==> config.mk <==
export PLATFORM = sky130hd
export DESIGN_NAME = layer_ordered_entry_table_top_flat
export DESIGN_NICKNAME = d
export VERILOG_FILES = /design/src/rtl/core/lot_pkg.sv /design/src/rtl/core/lot_in_if.sv /design/src/rtl/core/lot_out_if.sv /design/src/rtl/core/lot_dp.sv /design/src/rtl/core/lot_ctrl.sv /design/src/rtl/core/layer_ordered_entry_table_top.sv /design/src/flat_wrapper.sv
export SDC_FILE = /design/constraint.sdc
export NUM_CORES = 1
export LEC_CHECK = 0
export ABC_AREA = 1
export BUFFER_PORTS_ARGS = -buffer_cell sky130_fd_sc_hd__buf_4
export CAP_MARGIN = 25
export CORE_ASPECT_RATIO = 2
export CORE_UTILIZATION = 57
export CTS_CLUSTER_DIAMETER = 50
export DETAILED_ROUTE_END_ITERATION = 8
export PLACE_DENSITY = 0.73
export SYNTH_ARGS = -nofsm -noshare
export SYNTH_HDL_FRONTEND = slang
export SYNTH_SLANG_ARGS = --single-unit
==> constraint.sdc <==
create_clock -name i_clk -period 8.38 [get_ports i_clk]
set_input_delay 1.257 -clock i_clk [delete_from_list [all_inputs] [get_ports i_clk]]
set_output_delay 1.257 -clock i_clk [all_outputs]
set_load 0.005 [all_outputs]
==> src/rtl/core/lot_pkg.sv <==
// Shared types and constants for the layer-ordered entry table.
// Holds table sizing, action and status codes, controller states and
// the command/status structs passed between controller and datapath.
`timescale 1ns / 1ps

package lot_pkg;

    // Table sizing
    localparam int MAX_ENTRIES = 32;
    localparam int ID_BITS     = 16;
    localparam int LAYER_W     = 8;
    localparam int IDX_W       = $clog2(MAX_ENTRIES);
    localparam int CNT_W       = $clog2(MAX_ENTRIES + 1);
    localparam int ENTRY_W     = ID_BITS + LAYER_W;

    // Fixed field widths of the channels
    localparam int ACTION_W    = 2;
    localparam int EXT_ID_W    = 16;
    localparam int STATUS_W    = 3;

    typedef enum logic [ACTION_W-1:0] {
        ACT_ADD    = 2'd0,
        ACT_REMOVE = 2'd1,
        ACT_CLEAR  = 2'd2,
        ACT_LIST   = 2'd3
    } t_action;

    typedef enum logic [STATUS_W-1:0] {
        ST_DONE      = 3'd0,
        ST_FULL      = 3'd1,
        ST_NOT_FOUND = 3'd2,
        ST_ENTRY     = 3'd3,
        ST_EMPTY     = 3'd4
    } t_status;

    typedef struct packed {
        t_action               action;
        logic [EXT_ID_W-1:0]   entity_id;
        logic [LAYER_W-1:0]    layer;
    } t_in_item;

    typedef struct packed {
        t_status               status;
        logic [EXT_ID_W-1:0]   entry_id;
        logic [LAYER_W-1:0]    entry_layer;
        logic                  last;
    } t_out_item;

    // Controller states
    typedef enum logic [3:0] {
        S_IDLE,
        S_ADD,
        S_CLEAR,
        S_RM_RD,
        S_RM_CMP,
        S_SH_RD,
        S_SH_WR,
        S_LIST_CHK,
        S_SO_CHK,
        S_SO_KEY,
        S_SO_PCHK,
        S_SO_CMP,
        S_LS_CHK,
        S_LS_OUT,
        S_EMIT
    } t_state;

    // Datapath micro-operations
    typedef enum logic [4:0] {
        OP_NOP,
        OP_LOAD,        // latch input item, reset scan index
        OP_ADD,         // append latched entry, mark unsorted
        OP_CLEAR,       // empty the table
        OP_RD_I,        // read entry at scan index
        OP_INC_I,       // advance scan index
        OP_RD_I1,       // read entry after scan index
        OP_WR_I_INC,    // write read data at scan index, advance
        OP_DEC_CNT,     // drop one entry from the count
        OP_SORT_INIT,   // start insertion sort at entry one
        OP_KEY,         // latch sort key and insert position
        OP_WR_KEY,      // write key at insert position, next key
        OP_RD_POS1,     // read entry before insert position
        OP_WR_SHIFT,    // move read entry up, step position down
        OP_SORT_DONE,   // mark sorted, restart scan index
        OP_EMIT,        // put a single status result
        OP_EMIT_ENTRY   // put a listed entry, advance
    } t_dp_op;

    typedef struct packed {
        t_dp_op  op;
        t_status st;
    } t_dp_cmd;

    typedef struct packed {
        logic out_free;
        logic full;
        logic empty;
        logic needs_sort;
        logic i_end;
        logic nxt_end;
        logic match;
        logic pos_zero;
        logic greater;
    } t_dp_status;

endpackage

==> src/rtl/core/lot_in_if.sv <==
// Input channel of the layer-ordered entry table: valid/ready plus item.
// Depends on lot_pkg for the item type.
`timescale 1ns / 1ps

interface lot_in_if;
    import lot_pkg::*;

    logic     valid;
    logic     ready;
    t_in_item data;

    modport source (output valid, output data, input ready);
    modport sink   (input valid, input data, output ready);
endinterface

==> src/rtl/core/lot_out_if.sv <==
// Result channel of the layer-ordered entry table: valid/ready plus item.
// Depends on lot_pkg for the item type.
`timescale 1ns / 1ps

interface lot_out_if;
    import lot_pkg::*;

    logic      valid;
    logic      ready;
    t_out_item data;

    modport source (output valid, output data, input ready);
    modport sink   (input valid, input data, output ready);
endinterface

==> src/rtl/core/lot_dp.sv <==
// Datapath of the layer-ordered entry table: entry memory, count, indexes,
// sort key and result register. Driven by micro-ops from lot_ctrl; uses lot_pkg.
`timescale 1ns / 1ps

module lot_dp (
    input  logic               i_clk,
    input  logic               i_rst_n,
    input  lot_pkg::t_dp_cmd   i_cmd,
    input  lot_pkg::t_in_item  i_in_data,
    input  logic               i_out_ready,
    output lot_pkg::t_dp_status o_status,
    output logic               o_out_valid,
    output lot_pkg::t_out_item o_out_data
);
    import lot_pkg::*;

    // Entry memory: {id, layer}
    logic [ENTRY_W-1:0] r_mem [MAX_ENTRIES];
    logic [ENTRY_W-1:0] r_rd_data;

    logic [CNT_W-1:0]   r_count, n_count;
    logic               r_needs_sort, n_needs_sort;
    logic [CNT_W-1:0]   r_i, n_i;
    logic [CNT_W-1:0]   r_pos, n_pos;
    logic [ENTRY_W-1:0] r_key, n_key;
    logic [ID_BITS-1:0] r_cmd_id, n_cmd_id;
    logic [LAYER_W-1:0] r_cmd_layer, n_cmd_layer;
    logic               r_out_valid, n_out_valid;
    t_out_item          r_out, n_out;

    logic               wr_en;
    logic [IDX_W-1:0]   wr_addr;
    logic [ENTRY_W-1:0] wr_data;
    logic               rd_en;
    logic [IDX_W-1:0]   rd_addr;
    logic [CNT_W-1:0]   i_plus1;
    logic [CNT_W-1:0]   pos_minus1;
    logic [ID_BITS-1:0] rd_id;
    logic [LAYER_W-1:0] rd_layer;
    logic [LAYER_W-1:0] key_layer;

    assign i_plus1    = r_i + CNT_W'(1);
    assign pos_minus1 = r_pos - CNT_W'(1);
    assign rd_id      = r_rd_data[ENTRY_W-1:LAYER_W];
    assign rd_layer   = r_rd_data[LAYER_W-1:0];
    assign key_layer  = r_key[LAYER_W-1:0];

    // Status toward the controller
    always_comb begin
        o_status.out_free   = !r_out_valid || i_out_ready;
        o_status.full       = (r_count == CNT_W'(MAX_ENTRIES));
        o_status.empty      = (r_count == '0);
        o_status.needs_sort = r_needs_sort;
        o_status.i_end      = (r_i >= r_count);
        o_status.nxt_end    = (i_plus1 >= r_count);
        o_status.match      = (rd_id == r_cmd_id);
        o_status.pos_zero   = (r_pos == '0);
        o_status.greater    = (rd_layer > key_layer);
    end

    // Decode memory ports and next register values
    always_comb begin
        wr_en       = 1'b0;
        wr_addr     = r_i[IDX_W-1:0];
        wr_data     = r_rd_data;
        rd_en       = 1'b0;
        rd_addr     = r_i[IDX_W-1:0];
        n_count     = r_count;
        n_needs_sort = r_needs_sort;
        n_i         = r_i;
        n_pos       = r_pos;
        n_key       = r_key;
        n_cmd_id    = r_cmd_id;
        n_cmd_layer = r_cmd_layer;
        n_out_valid = r_out_valid && !i_out_ready;
        n_out       = r_out;

        unique case (i_cmd.op)
            OP_NOP: begin
            end
            OP_LOAD: begin
                n_cmd_id    = i_in_data.entity_id[ID_BITS-1:0];
                n_cmd_layer = i_in_data.layer;
                n_i         = '0;
            end
            OP_ADD: begin
                wr_en        = 1'b1;
                wr_addr      = r_count[IDX_W-1:0];
                wr_data      = {r_cmd_id, r_cmd_layer};
                n_count      = r_count + CNT_W'(1);
                n_needs_sort = 1'b1;
            end
            OP_CLEAR: begin
                n_count = '0;
            end
            OP_RD_I: begin
                rd_en = 1'b1;
            end
            OP_INC_I: begin
                n_i = i_plus1;
            end
            OP_RD_I1: begin
                rd_en   = 1'b1;
                rd_addr = i_plus1[IDX_W-1:0];
            end
            OP_WR_I_INC: begin
                wr_en = 1'b1;
                n_i   = i_plus1;
            end
            OP_DEC_CNT: begin
                n_count = r_count - CNT_W'(1);
            end
            OP_SORT_INIT: begin
                n_i = CNT_W'(1);
            end
            OP_KEY: begin
                n_key = r_rd_data;
                n_pos = r_i;
            end
            OP_WR_KEY: begin
                wr_en   = 1'b1;
                wr_addr = r_pos[IDX_W-1:0];
                wr_data = r_key;
                n_i     = i_plus1;
            end
            OP_RD_POS1: begin
                rd_en   = 1'b1;
                rd_addr = pos_minus1[IDX_W-1:0];
            end
            OP_WR_SHIFT: begin
                wr_en   = 1'b1;
                wr_addr = r_pos[IDX_W-1:0];
                n_pos   = pos_minus1;
            end
            OP_SORT_DONE: begin
                n_needs_sort = 1'b0;
                n_i          = '0;
            end
            OP_EMIT: begin
                n_out_valid       = 1'b1;
                n_out.status      = i_cmd.st;
                n_out.entry_id    = '0;
                n_out.entry_layer = '0;
                n_out.last        = 1'b1;
            end
            OP_EMIT_ENTRY: begin
                n_out_valid       = 1'b1;
                n_out.status      = ST_ENTRY;
                n_out.entry_id    = EXT_ID_W'(rd_id);
                n_out.entry_layer = rd_layer;
                n_out.last        = (i_plus1 >= r_count);
                n_i               = i_plus1;
            end
            default: begin
            end
        endcase
    end

    // Entry memory with registered read
    always_ff @(posedge i_clk) begin
        if (wr_en) begin
            r_mem[wr_addr] <= wr_data;
        end
        if (rd_en) begin
            r_rd_data <= r_mem[rd_addr];
        end
    end

    // Control registers
    always_ff @(posedge i_clk) begin
        if (!i_rst_n) begin
            r_count      <= '0;
            r_needs_sort <= 1'b0;
            r_out_valid  <= 1'b0;
        end else begin
            r_count      <= n_count;
            r_needs_sort <= n_needs_sort;
            r_out_valid  <= n_out_valid;
        end
    end

    // Payload and working registers
    always_ff @(posedge i_clk) begin
        r_i         <= n_i;
        r_pos       <= n_pos;
        r_key       <= n_key;
        r_cmd_id    <= n_cmd_id;
        r_cmd_layer <= n_cmd_layer;
        r_out       <= n_out;
    end

    assign o_out_valid = r_out_valid;
    assign o_out_data  = r_out;

endmodule

==> src/rtl/core/lot_ctrl.sv <==
// Controller of the layer-ordered entry table: sequences add, remove,
// clear, insertion sort and listing as datapath micro-ops. Uses lot_pkg.
`timescale 1ns / 1ps

module lot_ctrl (
    input  logic                i_clk,
    input  logic                i_rst_n,
    input  logic                i_in_valid,
    input  lot_pkg::t_action    i_in_action,
    input  lot_pkg::t_dp_status i_status,
    output logic                o_in_ready,
    output lot_pkg::t_dp_cmd    o_cmd
);
    import lot_pkg::*;

    t_state  r_state, n_state;
    t_status r_emit_st, n_emit_st;

    // State and pending status register
    always_ff @(posedge i_clk) begin
        if (!i_rst_n) begin
            r_state   <= S_IDLE;
            r_emit_st <= ST_DONE;
        end else begin
            r_state   <= n_state;
            r_emit_st <= n_emit_st;
        end
    end

    // Next state and micro-op
    always_comb begin
        n_state    = r_state;
        n_emit_st  = r_emit_st;
        o_in_ready = 1'b0;
        o_cmd.op   = OP_NOP;
        o_cmd.st   = r_emit_st;

        unique case (r_state)
            S_IDLE: begin
                o_in_ready = 1'b1;
                if (i_in_valid) begin
                    o_cmd.op = OP_LOAD;
                    unique case (i_in_action)
                        ACT_ADD:    n_state = S_ADD;
                        ACT_REMOVE: n_state = S_RM_RD;
                        ACT_CLEAR:  n_state = S_CLEAR;
                        ACT_LIST:   n_state = S_LIST_CHK;
                        default:    n_state = S_IDLE;
                    endcase
                end
            end
            S_ADD: begin
                n_state = S_EMIT;
                if (i_status.full) begin
                    n_emit_st = ST_FULL;
                end else begin
                    o_cmd.op  = OP_ADD;
                    n_emit_st = ST_DONE;
                end
            end
            S_CLEAR: begin
                o_cmd.op  = OP_CLEAR;
                n_emit_st = ST_DONE;
                n_state   = S_EMIT;
            end
            // Scan for the first matching id
            S_RM_RD: begin
                if (i_status.i_end) begin
                    n_emit_st = ST_NOT_FOUND;
                    n_state   = S_EMIT;
                end else begin
                    o_cmd.op = OP_RD_I;
                    n_state  = S_RM_CMP;
                end
            end
            S_RM_CMP: begin
                if (i_status.match) begin
                    n_state = S_SH_RD;
                end else begin
                    o_cmd.op = OP_INC_I;
                    n_state  = S_RM_RD;
                end
            end
            // Close the gap one entry at a time
            S_SH_RD: begin
                if (i_status.nxt_end) begin
                    o_cmd.op  = OP_DEC_CNT;
                    n_emit_st = ST_DONE;
                    n_state   = S_EMIT;
                end else begin
                    o_cmd.op = OP_RD_I1;
                    n_state  = S_SH_WR;
                end
            end
            S_SH_WR: begin
                o_cmd.op = OP_WR_I_INC;
                n_state  = S_SH_RD;
            end
            S_LIST_CHK: begin
                if (i_status.needs_sort) begin
                    o_cmd.op = OP_SORT_INIT;
                    n_state  = S_SO_CHK;
                end else begin
                    n_state = S_LS_CHK;
                end
            end
            // Insertion sort: take key, move larger layers up
            S_SO_CHK: begin
                if (i_status.i_end) begin
                    o_cmd.op = OP_SORT_DONE;
                    n_state  = S_LS_CHK;
                end else begin
                    o_cmd.op = OP_RD_I;
                    n_state  = S_SO_KEY;
                end
            end
            S_SO_KEY: begin
                o_cmd.op = OP_KEY;
                n_state  = S_SO_PCHK;
            end
            S_SO_PCHK: begin
                if (i_status.pos_zero) begin
                    o_cmd.op = OP_WR_KEY;
                    n_state  = S_SO_CHK;
                end else begin
                    o_cmd.op = OP_RD_POS1;
                    n_state  = S_SO_CMP;
                end
            end
            S_SO_CMP: begin
                if (i_status.greater) begin
                    o_cmd.op = OP_WR_SHIFT;
                    n_state  = S_SO_PCHK;
                end else begin
                    o_cmd.op = OP_WR_KEY;
                    n_state  = S_SO_CHK;
                end
            end
            // List entries in table order
            S_LS_CHK: begin
                if (i_status.i_end) begin
                    if (i_status.empty) begin
                        n_emit_st = ST_EMPTY;
                        n_state   = S_EMIT;
                    end else begin
                        n_state = S_IDLE;
                    end
                end else begin
                    o_cmd.op = OP_RD_I;
                    n_state  = S_LS_OUT;
                end
            end
            S_LS_OUT: begin
                if (i_status.out_free) begin
                    o_cmd.op = OP_EMIT_ENTRY;
                    n_state  = i_status.nxt_end ? S_IDLE : S_LS_CHK;
                end
            end
            S_EMIT: begin
                if (i_status.out_free) begin
                    o_cmd.op = OP_EMIT;
                    n_state  = S_IDLE;
                end
            end
            default: begin
                n_state = S_IDLE;
            end
        endcase
    end

endmodule

==> src/rtl/core/layer_ordered_entry_table_top.sv <==
// Layer-ordered entry table: add, clear, remove and list, one item at a time.
// Remove scans for the id, then shifts the later entries down one by one.
// List first runs an insertion sort if an add left the table unsorted, then
// emits one result per entry, waiting while the output register is not free.
// Reset (synchronous, active low) empties the table and clears the sort flag;
// memory contents are not cleared and need no clearing pass.
`timescale 1ns / 1ps

module layer_ordered_entry_table_top (
    input  logic      i_clk,
    input  logic      i_rst_n,
    lot_in_if.sink    i_in,
    lot_out_if.source o_out
);
    import lot_pkg::*;

    t_dp_cmd    cmd;
    t_dp_status dp_status;

    // Sequence the micro-ops
    lot_ctrl u_ctrl (
        .i_clk       (i_clk),
        .i_rst_n     (i_rst_n),
        .i_in_valid  (i_in.valid),
        .i_in_action (i_in.data.action),
        .i_status    (dp_status),
        .o_in_ready  (i_in.ready),
        .o_cmd       (cmd)
    );

    // Hold the table and the result register
    lot_dp u_dp (
        .i_clk       (i_clk),
        .i_rst_n     (i_rst_n),
        .i_cmd       (cmd),
        .i_in_data   (i_in.data),
        .i_out_ready (o_out.ready),
        .o_status    (dp_status),
        .o_out_valid (o_out.valid),
        .o_out_data  (o_out.data)
    );

endmodule
==> src/flat_wrapper.sv <==
// flat-port wrapper written by rule: the top's interface ports become plain ports
module layer_ordered_entry_table_top_flat import lot_pkg::*;
  (i_clk, i_rst_n, i_in_valid, i_in_data, i_in_ready, o_out_valid, o_out_data, o_out_ready);
  lot_in_if i_in_i ();
  lot_out_if o_out_i ();
  input  logic i_clk;
  input  logic i_rst_n;
  input wire logic [$bits(i_in_i.valid)-1:0] i_in_valid;
  input wire logic [$bits(i_in_i.data)-1:0] i_in_data;
  output wire logic [$bits(i_in_i.ready)-1:0] i_in_ready;
  output wire logic [$bits(o_out_i.valid)-1:0] o_out_valid;
  output wire logic [$bits(o_out_i.data)-1:0] o_out_data;
  input wire logic [$bits(o_out_i.ready)-1:0] o_out_ready;
  assign i_in_i.valid = i_in_valid;
  assign i_in_i.data = i_in_data;
  assign i_in_ready = i_in_i.ready;
  assign o_out_valid = o_out_i.valid;
  assign o_out_data = o_out_i.data;
  assign o_out_i.ready = o_out_ready;
  layer_ordered_entry_table_top u_core (.i_clk(i_clk), .i_rst_n(i_rst_n), .i_in(i_in_i), .o_out(o_out_i));
endmodule
==> impl_metrics.py <==
metrics = {
    "pwr": {
        "share_seq_of_total_power": 0.402,
        "combPwrFrac": 0.391,
        "p_leak_nw": 16.0,
        "p_int_mw": 9.48,
        "total_power_mw": 15.7,
        "switching_power_mw": 6.22,
        "swShare": 0.396,
        "clkPwrFrac": 0.207,
        "ir_drop_uv": 401,
        "p_per_area_nw_per_um2": 373,
    },
    "clocking": {
        "clkTransAtPathRegs_ps": 80,
        "holdBufCountCts": 0,
        "numCtsBuffers": 74,
        "clock_latency_ps": 640,
        "cts.sinks": 895,
        "h-tree-depth": 3,
        "post_cts_resized": 0,
        "cts_tree": "built",
        "clockBufferDepth": 3,
        "clockRootBuffer": "clkbuf_16",
        "post_cts_buffers": 0,
    },
    "finish": {
        "areaGrowthSynthToFinish_pct": 10.0,
        "drive_above_1_share": 0.0975,
        "diodes": 0,
        "nets": 3339,
        "final_common_cell": "edfxtp_1",
        "final_cell_mix": "880 x edfxtp_1, 702 x nand2_1, 498 x inv_1",
    },
    "timing": {
        "maxSlewHeadroom": 0.242,
        "fin_crit_sh": 0.655,
        "timing.fmax_ghz": 0.182,
        "setup_tns_ps": 0,
        "period_needed_ps": 5490,
        "setup_viol": 0,
        "slew_viol_final": 0,
        "tightest_slew_ps": 1140,
        "fin_ws_ps": 2890,
        "skew_ps": 27.7,
        "rsz0062_at_grt": "no",
        "hold_violations": 0,
    },
    "global_routing": {
        "grt_usage": 0.280,
        "grt_max_degree": 249,
        "grt_pass1_vias": 24600,
        "grt_antenna_before_repair": 0,
        "overflow": 0,
        "grt_pass1_wl_mm": 141,
    },
    "yosys": {
        "synthArstFlopShare": 0,
        "ys_warn_count": 0,
        "ys_ff_latch": 895,
        "yosys.area_share.adder": 0.00903,
        "avgSynthCellArea_um2": 11.8,
        "ys_types": 42,
        "synthXorXnorAreaFrac": 0.00252,
        "synth.net_count": 3300,
        "synth_top_family_by_area": "simple AND/OR/NAND/NOR gates",
        "yosys.area_share.simple": 0.127,
        "synthesis.area_um2": 38200,
        "synth-compound-area-share": 0.0899,
        "synth_mux_area_frac": 0,
        "synth_edf_count": 880,
        "yosys_most_used_dff": "edfxtp_1",
        "syn_inst": 3243,
        "ys_seq_area_frac": 0.699,
    },
    "routing": {
        "wl_mm": 93.8,
        "viasPerCell": 5.90,
        "postRouteAntennaNets": 0,
        "drtPass1Iterations": 8,
        "wl_per_cell_um": 22.2,
        "drc": 0,
        "drt-initial-drc-count": 2515,
        "vias": 24900,
    },
    "setup_path": {
        "worstPathMaxFanout": 61,
        "r2r_cells": 20,
        "cp.required_ps": 8890,
        "worstSetupEndpointType": "flop",
        "arrival_ps": 6000,
        "criticalPathCategory": "flop to flop",
        "setup.worst_path.start_class": "flop",
    },
    "floorplanning": {
        "pin_count": 60,
        "dieArea_um2": 68200,
        "start_util": 0.574,
        "core-area_um2": 66600,
        "dieHeight_um": 368,
        "rows": 134,
        "die_x_um": 185,
    },
    "run": {
        "maxCapViolations": 0,
    },
    "placement": {
        "port-buffer-count": 59,
        "dp_hpwl_mm": 56.4,
        "dp_slack_ps": 2980,
        "finalWeightedCongestion": 0.896,
    },
    "hold_path": {
        "hold_class": "flop to flop",
        "hold_depth": 2,
    },
    "outcome": {
        "outcome": "finished, final reports clean",
    },
}
## critical path, stage by stage (launching register included)
cell      delay, ps
edfxtp_1        570
nand3_1         190
nor3b_1         260
xnor2_1         140
inv_1            80
ha_1            300
nand2_1          90
inv_1            50
a21oi_2         170
nand3_2         160
nand2_1         110
inv_2           120
a21oi_4         160
buf_4           720
clkinv_2        930
buf_4           620
nand3_1         190
nand3_1          90
nand2_1         110
nand2_1         100
nand2_1         110
## power by group through the flow
stage	combinational (mW)	sequential [mW]	clock (mW)
6_report	6.14	6.32	3.25
5_1_grt	6.67	6.33	3.44
4_1_cts	6.03	6.31	3.28
3_5_place_dp	6.00	6.41	0
3_3_place_gp	5.83	6.40	0
2_1_floorplan	4.02	6.38	0
## flip-flops by register name (all words and copies together), names as in the netlist
| register | flops |
|---|---|
| u_core.u_dp.r_cmd_id | 16 |
| u_core.u_dp.r_count | 6 |
| u_core.u_dp.r_needs_sort | 1 |
| u_core.u_ctrl.r_emit_st | 3 |
| u_core.u_dp.o_out_data | 28 |
| u_core.u_ctrl.r_state | 4 |
| u_core.u_dp.r_cmd_layer | 8 |
| u_core.u_dp.r_pos | 6 |
| u_core.u_dp.r_key | 24 |
| u_core.u_dp.r_mem | 768 |
| u_core.u_dp.r_rd_data | 24 |
| u_core.u_dp.r_i | 6 |
| u_core.u_dp.o_out_valid | 1 |
## logic make-up after synthesis
group	after synthesis
buffers and inverters	687
and+or+nand+nor	1156
xor gates and xnor gates	11
adders and majority gates	27
DFF	895
AOI/OAI and AO/OA	467
## path summary, 6_finish.rpt
kind	start	to	slack (ps)
setup / recovery	u_core.u_dp.r_i[2]	u_core.u_dp.r_rd_data[14]	2890
hold / removal	u_core.u_dp.r_count[5]	u_core.u_dp.r_count[5]	500
setup reg to reg	u_core.u_dp.r_i[2]	u_core.u_dp.r_rd_data[14]	2890
hold reg to reg	u_core.u_dp.r_count[5]	u_core.u_dp.r_count[5]	500
## synthesized netlist by cell type (2+ instances only)
cell type | instances | area, um^2
or2_2 | 3 | 18.8
nand2_1 | 702 | 2640
nand3_2 | 5 | 50.1
inv_1 | 499 | 1870
clkinv_1 | 2 | 7.51
nor2_2 | 4 | 25.0
xnor2_1 | 3 | 26.3
a21oi_1 | 24 | 120
o211ai_1 | 386 | 2900
nand2_2 | 7 | 43.8
buf_1 | 10 | 37.5
inv_2 | 13 | 48.8
a21o_1 | 2 | 15.0
nor2_1 | 98 | 368
nor2_4 | 2 | 22.5
buf_6 | 6 | 67.6
nand3_1 | 312 | 1560
nor3_1 | 10 | 50.1
buf_2 | 104 | 521
nand4_1 | 8 | 50.1
ha_1 | 26 | 325
xor2_1 | 8 | 70.1
o31ai_1 | 2 | 15.0
o21ai_0 | 17 | 85.1
o22ai_1 | 2 | 12.5
clkbuf_1 | 52 | 195
o221ai_1 | 23 | 201
a21oi_2 | 3 | 26.3
dfxtp_1 | 15 | 300
nand3b_1 | 2 | 15.0
edfxtp_1 | 880 | 26400
a211oi_1 | 3 | 22.5
## per-stage QoR
stage                util  instance area, um^2  hold slack [ps]  cells
CTS                 0.631                42000              496   4215
finish              0.632                42100              495   4216
detailed placement  0.599                39900              485   4089
floorplan               -                38200              426   3243
global placement    0.599                39900              468   4089
global route        0.632                42100              512   4216
## final cells by class
cell class                      count  area [um^2]
Timing Repair Buffer              136         1090
Fill cell                        4868        24500
Clock inverter                     25          180
Inverter                          514         1940
Clock buffer                      101         2000
Multi-Input combinational cell   1661         9020
Tap cell                          884         1110
Sequential cell                   895        26700
## metal layers
layer	routed length, um	part of all wire	global-route usage	vias to the layer above
met4	5540	0.059	0.165	0
met3	6490	0.069	0.0439	314
met5	0	0	0	-
met2	48900	0.52	0.498	1144
li1	-	-	-	11400
met1	32800	0.35	0.313	12000
(Power assumes the default switching activity.)
